<file path="config.mk">
export PLATFORM = sky130hd
export DESIGN_NAME = ordered_integer_set
export DESIGN_NICKNAME = d
export VERILOG_FILES = /design/src/rtl/ois_pkg.sv /design/src/rtl/ois_word_mem.sv /design/src/rtl/ois_find.sv /design/src/rtl/ordered_integer_set.sv
export SDC_FILE = /design/constraint.sdc
export NUM_CORES = 2
export LEC_CHECK = 0
export BUFFER_PORTS_ARGS = -buffer_cell sky130_fd_sc_hd__buf_2
export CORE_UTILIZATION = 60
export CTS_CLUSTER_SIZE = 16
export DETAILED_ROUTE_END_ITERATION = 16
export GPL_ROUTABILITY_DRIVEN = 0
export PLACE_DENSITY = 0.83
export SYNTH_ARGS = -nofsm -noshare
export SYNTH_HDL_FRONTEND = slang
export SYNTH_SLANG_ARGS = --single-unit
export TNS_END_PERCENT = 10
</file>
<file path="constraint.sdc">
create_clock -name aclk -period 6.9 [get_ports aclk]
set_clock_uncertainty 0.05 [all_clocks]
set_input_delay 0.345 -clock aclk [delete_from_list [all_inputs] [get_ports aclk]]
set_output_delay 0.345 -clock aclk [all_outputs]
set_load 0.01 [all_outputs]
</file>
<file path="src/rtl/ois_pkg.sv">
package ois_pkg;

    localparam int UNIVERSE_SIZE = 1024;
    localparam int KEY_W         = 10;
    localparam int WORD_W        = 32;
    localparam int BIT_W         = $clog2(WORD_W);
    localparam int WORD_CNT      = UNIVERSE_SIZE / WORD_W;
    localparam int WADDR_W       = $clog2(WORD_CNT);

    typedef logic [KEY_W-1:0]    key_t;
    typedef logic [WORD_W-1:0]   word_t;
    typedef logic [WADDR_W-1:0]  waddr_t;
    typedef logic [BIT_W-1:0]    bidx_t;
    typedef logic [WORD_CNT-1:0] summary_t;

    typedef enum logic [2:0] {
        FUNC_INSERT = 3'd0,
        FUNC_DELETE = 3'd1,
        FUNC_MIN    = 3'd2,
        FUNC_MAX    = 3'd3,
        FUNC_PRED   = 3'd4,
        FUNC_SUCC   = 3'd5,
        FUNC_MEMBER = 3'd6
    } func_t;

    typedef enum logic [1:0] {
        ST_IDLE,
        ST_EVAL1,
        ST_EVAL2,
        ST_RESULT
    } state_t;

    typedef struct packed {
        logic   en;
        waddr_t addr;
        word_t  data;
    } mem_wr_t;

    typedef struct packed {
        logic   en;
        waddr_t addr;
    } mem_rd_t;

endpackage

</file>
<file path="src/rtl/ois_word_mem.sv">
module ois_word_mem #(
    parameter int ADDR_W = ois_pkg::WADDR_W,
    parameter int DATA_W = ois_pkg::WORD_W
) (
    input  logic                aclk,
    input  ois_pkg::mem_wr_t    wr,
    input  ois_pkg::mem_rd_t    rd,
    output logic [DATA_W-1:0]   rd_data
);

    logic [DATA_W-1:0] mem [2**ADDR_W];

    always_ff @(posedge aclk) begin
        if (wr.en) begin
            mem[wr.addr] <= wr.data;
        end
        if (rd.en) begin
            rd_data <= mem[rd.addr];
        end
    end

endmodule

</file>
<file path="src/rtl/ois_find.sv">
module ois_find #(
    parameter int W     = ois_pkg::WORD_W,
    parameter int IDX_W = ois_pkg::BIT_W
) (
    input  logic [W-1:0]     vec,
    input  logic [W-1:0]     mask,
    input  logic             up,
    output logic             found,
    output logic [IDX_W-1:0] idx
);

    logic [W-1:0] masked;

    // up: lowest set bit; otherwise highest set bit
    always_comb begin
        masked = vec & mask;
        found  = |masked;
        idx    = '0;
        if (up) begin
            for (int i = W - 1; i >= 0; i--) begin
                if (masked[i]) begin
                    idx = IDX_W'(i);
                end
            end
        end else begin
            for (int i = 0; i < W; i++) begin
                if (masked[i]) begin
                    idx = IDX_W'(i);
                end
            end
        end
    end

endmodule

</file>
<file path="src/rtl/ordered_integer_set.sv">
// Ordered integer set over the values 0 .. 1023.
//
// Input channel (s_valid / s_ready, s_func, s_key): one transfer carries an
// operation and a key. Insert and delete update the set and return nothing.
// Min, max, strict predecessor, strict successor and member each return one
// transfer on the result channel (m_valid / m_ready, m_found, m_answer);
// m_answer is 0 whenever m_found is 0. Code 7 is taken and dropped.
//
// The set lives in a 32 x 32-bit word memory with a registered
// read, plus a 32-bit summary register that marks non-empty words. A word
// whose summary bit is clear reads as zero, so no memory clearing is needed.
//
// Steps per item, limited by the single read port of the word memory:
//   insert, delete              : read, then modify and write back
//   code 7                      : read, then dropped with no write
//   member, min, max            : read, evaluate, then load the result register
//   predecessor, successor      : read and evaluate, a second read when the answer
//                                 lies in another word, then load the result register
// One item is worked on at a time; s_ready is high only while idle.
//
// Reset (aresetn low, synchronous) empties the set and drops any pending
// result. A stalled receiver holds the result in the output register; the
// next item is still taken and finishes up to its result, then waits.
module ordered_integer_set (
    input  logic                 aclk,
    input  logic                 aresetn,
    input  logic                 s_valid,
    output logic                 s_ready,
    input  logic [2:0]           s_func,
    input  ois_pkg::key_t        s_key,
    output logic                 m_valid,
    input  logic                 m_ready,
    output logic                 m_found,
    output ois_pkg::key_t        m_answer
);

    ois_pkg::state_t   state_reg, state_next;
    ois_pkg::func_t    func_reg, func_next;
    ois_pkg::key_t     key_reg, key_next;
    ois_pkg::waddr_t   waddr_reg, waddr_next;
    ois_pkg::summary_t sum_reg, sum_next;
    logic              sum_hit_reg, sum_hit_next;
    logic              res_found_reg, res_found_next;
    ois_pkg::key_t     res_answer_reg, res_answer_next;
    logic              m_valid_reg, m_valid_next;
    logic              m_found_reg, m_found_next;
    ois_pkg::key_t     m_answer_reg, m_answer_next;

    ois_pkg::mem_wr_t  wr;
    ois_pkg::mem_rd_t  rd;
    ois_pkg::word_t    rd_data;
    ois_pkg::word_t    rd_word;
    ois_pkg::word_t    new_word;
    ois_pkg::word_t    key_onehot;
    ois_pkg::word_t    w_below;
    ois_pkg::word_t    w_above;
    ois_pkg::summary_t s_below;
    ois_pkg::summary_t s_above;

    ois_pkg::waddr_t   key_word;
    ois_pkg::bidx_t    key_bit;

    ois_pkg::summary_t sf_mask;
    logic              sf_up;
    logic              sf_found;
    ois_pkg::waddr_t   sf_idx;
    ois_pkg::word_t    wf_mask;
    logic              wf_up;
    logic              wf_found;
    ois_pkg::bidx_t    wf_idx;

    ois_word_mem #(
        .ADDR_W (ois_pkg::WADDR_W),
        .DATA_W (ois_pkg::WORD_W)
    ) u_word_mem (
        .aclk    (aclk),
        .wr      (wr),
        .rd      (rd),
        .rd_data (rd_data)
    );

    // Search over the summary: which word holds the next candidate
    ois_find #(
        .W     (ois_pkg::WORD_CNT),
        .IDX_W (ois_pkg::WADDR_W)
    ) u_sum_find (
        .vec   (sum_reg),
        .mask  (sf_mask),
        .up    (sf_up),
        .found (sf_found),
        .idx   (sf_idx)
    );

    // Search inside the word just read
    ois_find #(
        .W     (ois_pkg::WORD_W),
        .IDX_W (ois_pkg::BIT_W)
    ) u_word_find (
        .vec   (rd_word),
        .mask  (wf_mask),
        .up    (wf_up),
        .found (wf_found),
        .idx   (wf_idx)
    );

    assign key_word = key_reg[ois_pkg::KEY_W-1:ois_pkg::BIT_W];
    assign key_bit  = key_reg[ois_pkg::BIT_W-1:0];

    // Words never written since reset have a clear summary bit: read them as empty
    assign rd_word = sum_reg[waddr_reg] ? rd_data : '0;

    assign key_onehot = ois_pkg::word_t'(1) << key_bit;
    assign w_below    = key_onehot - ois_pkg::word_t'(1);
    assign w_above    = ~(w_below | key_onehot);
    assign s_below    = (ois_pkg::summary_t'(1) << key_word) - ois_pkg::summary_t'(1);
    assign s_above    = ~(s_below | (ois_pkg::summary_t'(1) << key_word));

    assign s_ready  = (state_reg == ois_pkg::ST_IDLE);
    assign m_valid  = m_valid_reg;
    assign m_found  = m_found_reg;
    assign m_answer = m_answer_reg;

    always_comb begin
        state_next      = state_reg;
        func_next       = func_reg;
        key_next        = key_reg;
        waddr_next      = waddr_reg;
        sum_next        = sum_reg;
        sum_hit_next    = sum_hit_reg;
        res_found_next  = res_found_reg;
        res_answer_next = res_answer_reg;
        m_valid_next    = m_valid_reg && !m_ready;
        m_found_next    = m_found_reg;
        m_answer_next   = m_answer_reg;
        new_word        = '0;
        wr              = '0;
        rd.en           = 1'b0;
        rd.addr         = s_key[ois_pkg::KEY_W-1:ois_pkg::BIT_W];
        sf_mask         = '1;
        sf_up           = 1'b1;
        wf_mask         = '1;
        wf_up           = 1'b1;

        unique case (state_reg)
            ois_pkg::ST_IDLE: begin
                // min and max locate their word from the summary right away
                sf_up = (s_func == ois_pkg::FUNC_MIN);
                if (s_valid) begin
                    func_next    = ois_pkg::func_t'(s_func);
                    key_next     = s_key;
                    sum_hit_next = sf_found;
                    rd.en        = 1'b1;
                    if (s_func == ois_pkg::FUNC_MIN || s_func == ois_pkg::FUNC_MAX) begin
                        rd.addr = sf_idx;
                    end
                    waddr_next = rd.addr;
                    state_next = ois_pkg::ST_EVAL1;
                end
            end

            ois_pkg::ST_EVAL1: begin
                wf_up = (func_reg == ois_pkg::FUNC_MIN) || (func_reg == ois_pkg::FUNC_SUCC);
                sf_up = (func_reg == ois_pkg::FUNC_SUCC);
                if (func_reg == ois_pkg::FUNC_PRED) begin
                    wf_mask = w_below;
                    sf_mask = s_below;
                end else if (func_reg == ois_pkg::FUNC_SUCC) begin
                    wf_mask = w_above;
                    sf_mask = s_above;
                end
                state_next = ois_pkg::ST_RESULT;

                unique case (func_reg)
                    ois_pkg::FUNC_INSERT: begin
                        new_word           = rd_word | key_onehot;
                        wr                 = '{en: 1'b1, addr: key_word, data: new_word};
                        sum_next[key_word] = 1'b1;
                        state_next         = ois_pkg::ST_IDLE;
                    end
                    ois_pkg::FUNC_DELETE: begin
                        new_word           = rd_word & ~key_onehot;
                        wr                 = '{en: 1'b1, addr: key_word, data: new_word};
                        sum_next[key_word] = |new_word;
                        state_next         = ois_pkg::ST_IDLE;
                    end
                    ois_pkg::FUNC_MEMBER: begin
                        res_found_next  = rd_word[key_bit];
                        res_answer_next = rd_word[key_bit] ? key_reg : '0;
                    end
                    ois_pkg::FUNC_MIN, ois_pkg::FUNC_MAX: begin
                        res_found_next  = sum_hit_reg;
                        res_answer_next = sum_hit_reg ? {waddr_reg, wf_idx} : '0;
                    end
                    ois_pkg::FUNC_PRED, ois_pkg::FUNC_SUCC: begin
                        if (wf_found) begin
                            res_found_next  = 1'b1;
                            res_answer_next = {key_word, wf_idx};
                        end else if (sf_found) begin
                            // answer sits in another word: fetch it
                            rd.en      = 1'b1;
                            rd.addr    = sf_idx;
                            waddr_next = sf_idx;
                            state_next = ois_pkg::ST_EVAL2;
                        end else begin
                            res_found_next  = 1'b0;
                            res_answer_next = '0;
                        end
                    end
                    default: begin
                        state_next = ois_pkg::ST_IDLE;
                    end
                endcase
            end

            ois_pkg::ST_EVAL2: begin
                // word is non-empty by the summary; take its nearest end
                wf_up           = (func_reg == ois_pkg::FUNC_SUCC);
                res_found_next  = 1'b1;
                res_answer_next = {waddr_reg, wf_idx};
                state_next      = ois_pkg::ST_RESULT;
            end

            ois_pkg::ST_RESULT: begin
                // hold until the output register is free
                if (!m_valid_reg || m_ready) begin
                    m_valid_next  = 1'b1;
                    m_found_next  = res_found_reg;
                    m_answer_next = res_answer_reg;
                    state_next    = ois_pkg::ST_IDLE;
                end
            end

            default: begin
                state_next = ois_pkg::ST_IDLE;
            end
        endcase
    end

    always_ff @(posedge aclk) begin
        if (!aresetn) begin
            state_reg   <= ois_pkg::ST_IDLE;
            sum_reg     <= '0;
            m_valid_reg <= 1'b0;
        end else begin
            state_reg   <= state_next;
            sum_reg     <= sum_next;
            m_valid_reg <= m_valid_next;
        end
    end

    always_ff @(posedge aclk) begin
        func_reg       <= func_next;
        key_reg        <= key_next;
        waddr_reg      <= waddr_next;
        sum_hit_reg    <= sum_hit_next;
        res_found_reg  <= res_found_next;
        res_answer_reg <= res_answer_next;
        m_found_reg    <= m_found_next;
        m_answer_reg   <= m_answer_next;
    end

endmodule

</file>
==> impl_metrics.yaml <==
status:
  run_status: "complete, but fails checks"
  violations: "capacitance limit, slew limit"
grt:
  grt_usage: 0.3233
  grt_pass1_vias: 30970
  grt_first_pass_wirelength_mm: 202.1
  grt.overflow.total: 0
  grt_max_degree: 56
  antenna_found_initial: 3
logic_synthesis:
  yosys.cell_types.count: 90
  synthesis.nets: 3474
  synth_top_area_share: 0.6487
  yosysTopAreaCell: "edfxtp_1"
  synth_cells: 3393
  netlist_area_mm2: 0.05078
  yosys-top-cells-area: "edfxtp_1, mux2i_1, mux2_2"
  yosysWarnings: 0
  synth_most_common_cell: "edfxtp_1"
  synth_common_cells: "edfxtp_1, mux2i_1, nand2_1"
  synth_async_sr_flop_share: 0
  ys.flop_type: "edfxtp_1"
  synth_seq_cells: 1132
  synth_edf_count: 1097
  postSynthAreaPerCell_um2: 14.97
  yosysSeqAreaShare: 0.6625
timing:
  post-route-min-period_ns: 6.766
  tightest_slew_ns: 1.689
  final_max_slew_viol_count: 7
  final-hold-violation-count: 0
  fin_hold_ws_ns: 0.05387
  period_share: 0.9806
  fmax_ghz: 0.1478
  setup_viol: 0
  layout_setup_ws_ns: 0.1338
  rsz0062_at_grt: "no"
  max_slew_margin: -0.1345
  setup_tns_ns: 0
pwr:
  clkPwrFrac: 0.388
  p_int_mw: 11.77
  total_power_mw: 15.76
  switching_share: 0.2530
  p_comb_frac: 0.121
  cellPowerDensity_mw_per_mm2: 276.9
  vdd_drop_max_v: 0.0002116
  seqPwrFrac: 0.491
  leakagePower_nw: 18.43
  p_switching_mw: 3.987
critical_path:
  crit_path_end_kind: "flip-flop"
  crit_type: "flip-flop to flip-flop"
  start_kind: "flip-flop"
  critPathMaxFanout: 27
  worstPathRequired_ns: 7.35
  critPathArrivalTime_ns: 7.21
routing:
  vias: 32330
  firstDrtPassIters: 8
  drt-initial-drc-count: 5136
  antenna_left: 0
  wirelength_mm: 139.8
  via_per_inst: 6.826
  drcViolationCount: 0
  wl_per_cell_um: 29.53
cts:
  cts_tree: "built"
  numCtsBuffers: 106
  cts_sinks: 1132
  insertion_delay_ns: 0.71
  htreeDepth: 3
  clockRootBuffer: "clkbuf_16"
  clk_pin_slew_ns: 0.07
  clock_path_buffers: 3
  post_cts_buffers: 0
floorplan:
  ios: 30
  num_rows: 106
  start_util: 0.6068
  dieHeight_um: 292.9
  core_mm2: 0.08369
  die_area_mm2: 0.08580
  die_x_um: 292.9
layout:
  n_fill_cell: 5313
  drive_gt1_frac: 0.1605
  final_nets: 3592
  antenna_cells: 0
  areaGrowthSynthToFinish_pct: 12.08
  largest_reg_flops: 1024
  seq_area_mm2: 0.03364
  multiInputGateArea_mm2: 0.01624
worst_hold_path:
  min_path_type: "primary input to flip-flop"
place:
  dpl_worst_slack_ns: 0.3599
  io_buffers: 29
  detailed_place_hpwl_mm: 83.10
run:
  drv_cap: 1
## power groups by stage
stage,logic (mW),registers [mW],clock network [mW]
6_report,1.91,7.74,6.11
5_1_grt,1.98,7.73,6.39
3_3_place_gp,1.79,7.86,0
3_5_place_dp,1.82,7.86,0
4_1_cts,1.84,7.72,6.12
2_1_floorplan,1.25,7.76,0
## cells in the final DEF (no fill, tap or decap), drive strengths merged, types with 9 or more instances in the layout
cell type	instances
clkinv	50
o21a	21
o21ai	168
a22o	9
a31oi	37
o22ai	62
bufinv	17
edfxtp	1097
dfxtp	35
ha	64
nand2	201
a211oi	45
nand3	77
a221o	27
a21boi	22
nor2	145
nor4	31
mux2	112
and2	18
nor2b	14
mux4	15
inv	30
buf	196
mux2i	650
nand3b	10
a22oi	13
clkbuf	121
a41oi	27
a21oi	95
dlygate4sd3	13
nand2b	16
nand4	17
nor3	24
## critical path, cell delays in order, from the launching register on
cell and delay, ns:
edfxtp_1 0.57, inv_1 0.26, nor3_1 0.78, nand2_1 0.39, ha_1 0.39, mux2_1 0.28
o21ai_1 0.30, nand4_1 0.23, or3_4 0.41, o41ai_4 0.54, nand3_4 0.17, a21o_1 0.27
o21a_2 0.24, nor2_4 0.17, buf_12 0.25, buf_12 0.26, buf_4 0.22, mux2i_1 0.24
o22ai_1 0.13, nor4_2 0.33
## per-layer routing
layer | share of wire | vias up | wire length [um] | GRT usage
li1 | - | 13600 | - | -
met1 | 0.37 | 15820 | 51310 | 0.4308
met2 | 0.46 | 2382 | 63740 | 0.5014
met3 | 0.12 | 523 | 17190 | 0.07927
met4 | 0.054 | 6 | 7557 | 0.1555
met5 | 0.00026 | - | 36 | 0
## kinds of logic after synthesis
group	after synthesis	synth area share
buffers and inverters	225	0.02464
XOR/XNOR	2	0.0003450
AO/OA/AOI/OAI	590	0.07661
flip-flops	1132	0.6625
adder cells (fa/ha/maj)	64	0.01577
AND/OR/NAND/NOR	603	0.06051
multiplexers	777	0.1596
## worst paths after layout
check	from	to	slack, ns	depth (start not counted)
max	key_reg[2]	u_word_mem.rd_data[12]	0.13	19
min	s_valid	state_reg[0]	0.05	5
max reg2reg	key_reg[2]	u_word_mem.rd_data[12]	0.13	19
min reg2reg	res_answer_reg[7]	m_answer[7]	0.37	0
## metrics by stage
| step | utilization | instance area [um2] | instances |
|---|---|---|---|
| floorplan | - | 50780 | 3393 |
| global placement | 0.6346 | 53110 | 4524 |
| detailed placement | 0.6346 | 53110 | 4524 |
| CTS | 0.6800 | 56900 | 4736 |
| global route | 0.6801 | 56910 | 4736 |
| finish | 0.6801 | 56910 | 4736 |
## final cells by class
cell class	instances	share of cell area
clock inverter	78	0.01625
tap	1134	0.02493
timing repair buffer	209	0.03243
sequential	1132	0.5911
clock buffer	121	0.04814
multi-input combinational	2036	0.2854
inverter	26	0.001781
## repair_timing
action,4_1_cts,5_1_grt
hold buffers,13,0
endpoints found under the hold margin,16,0
endpoints found under the setup margin,0,19
resized for setup,0,8
Note: power is estimated with default switching activity, not from simulation.
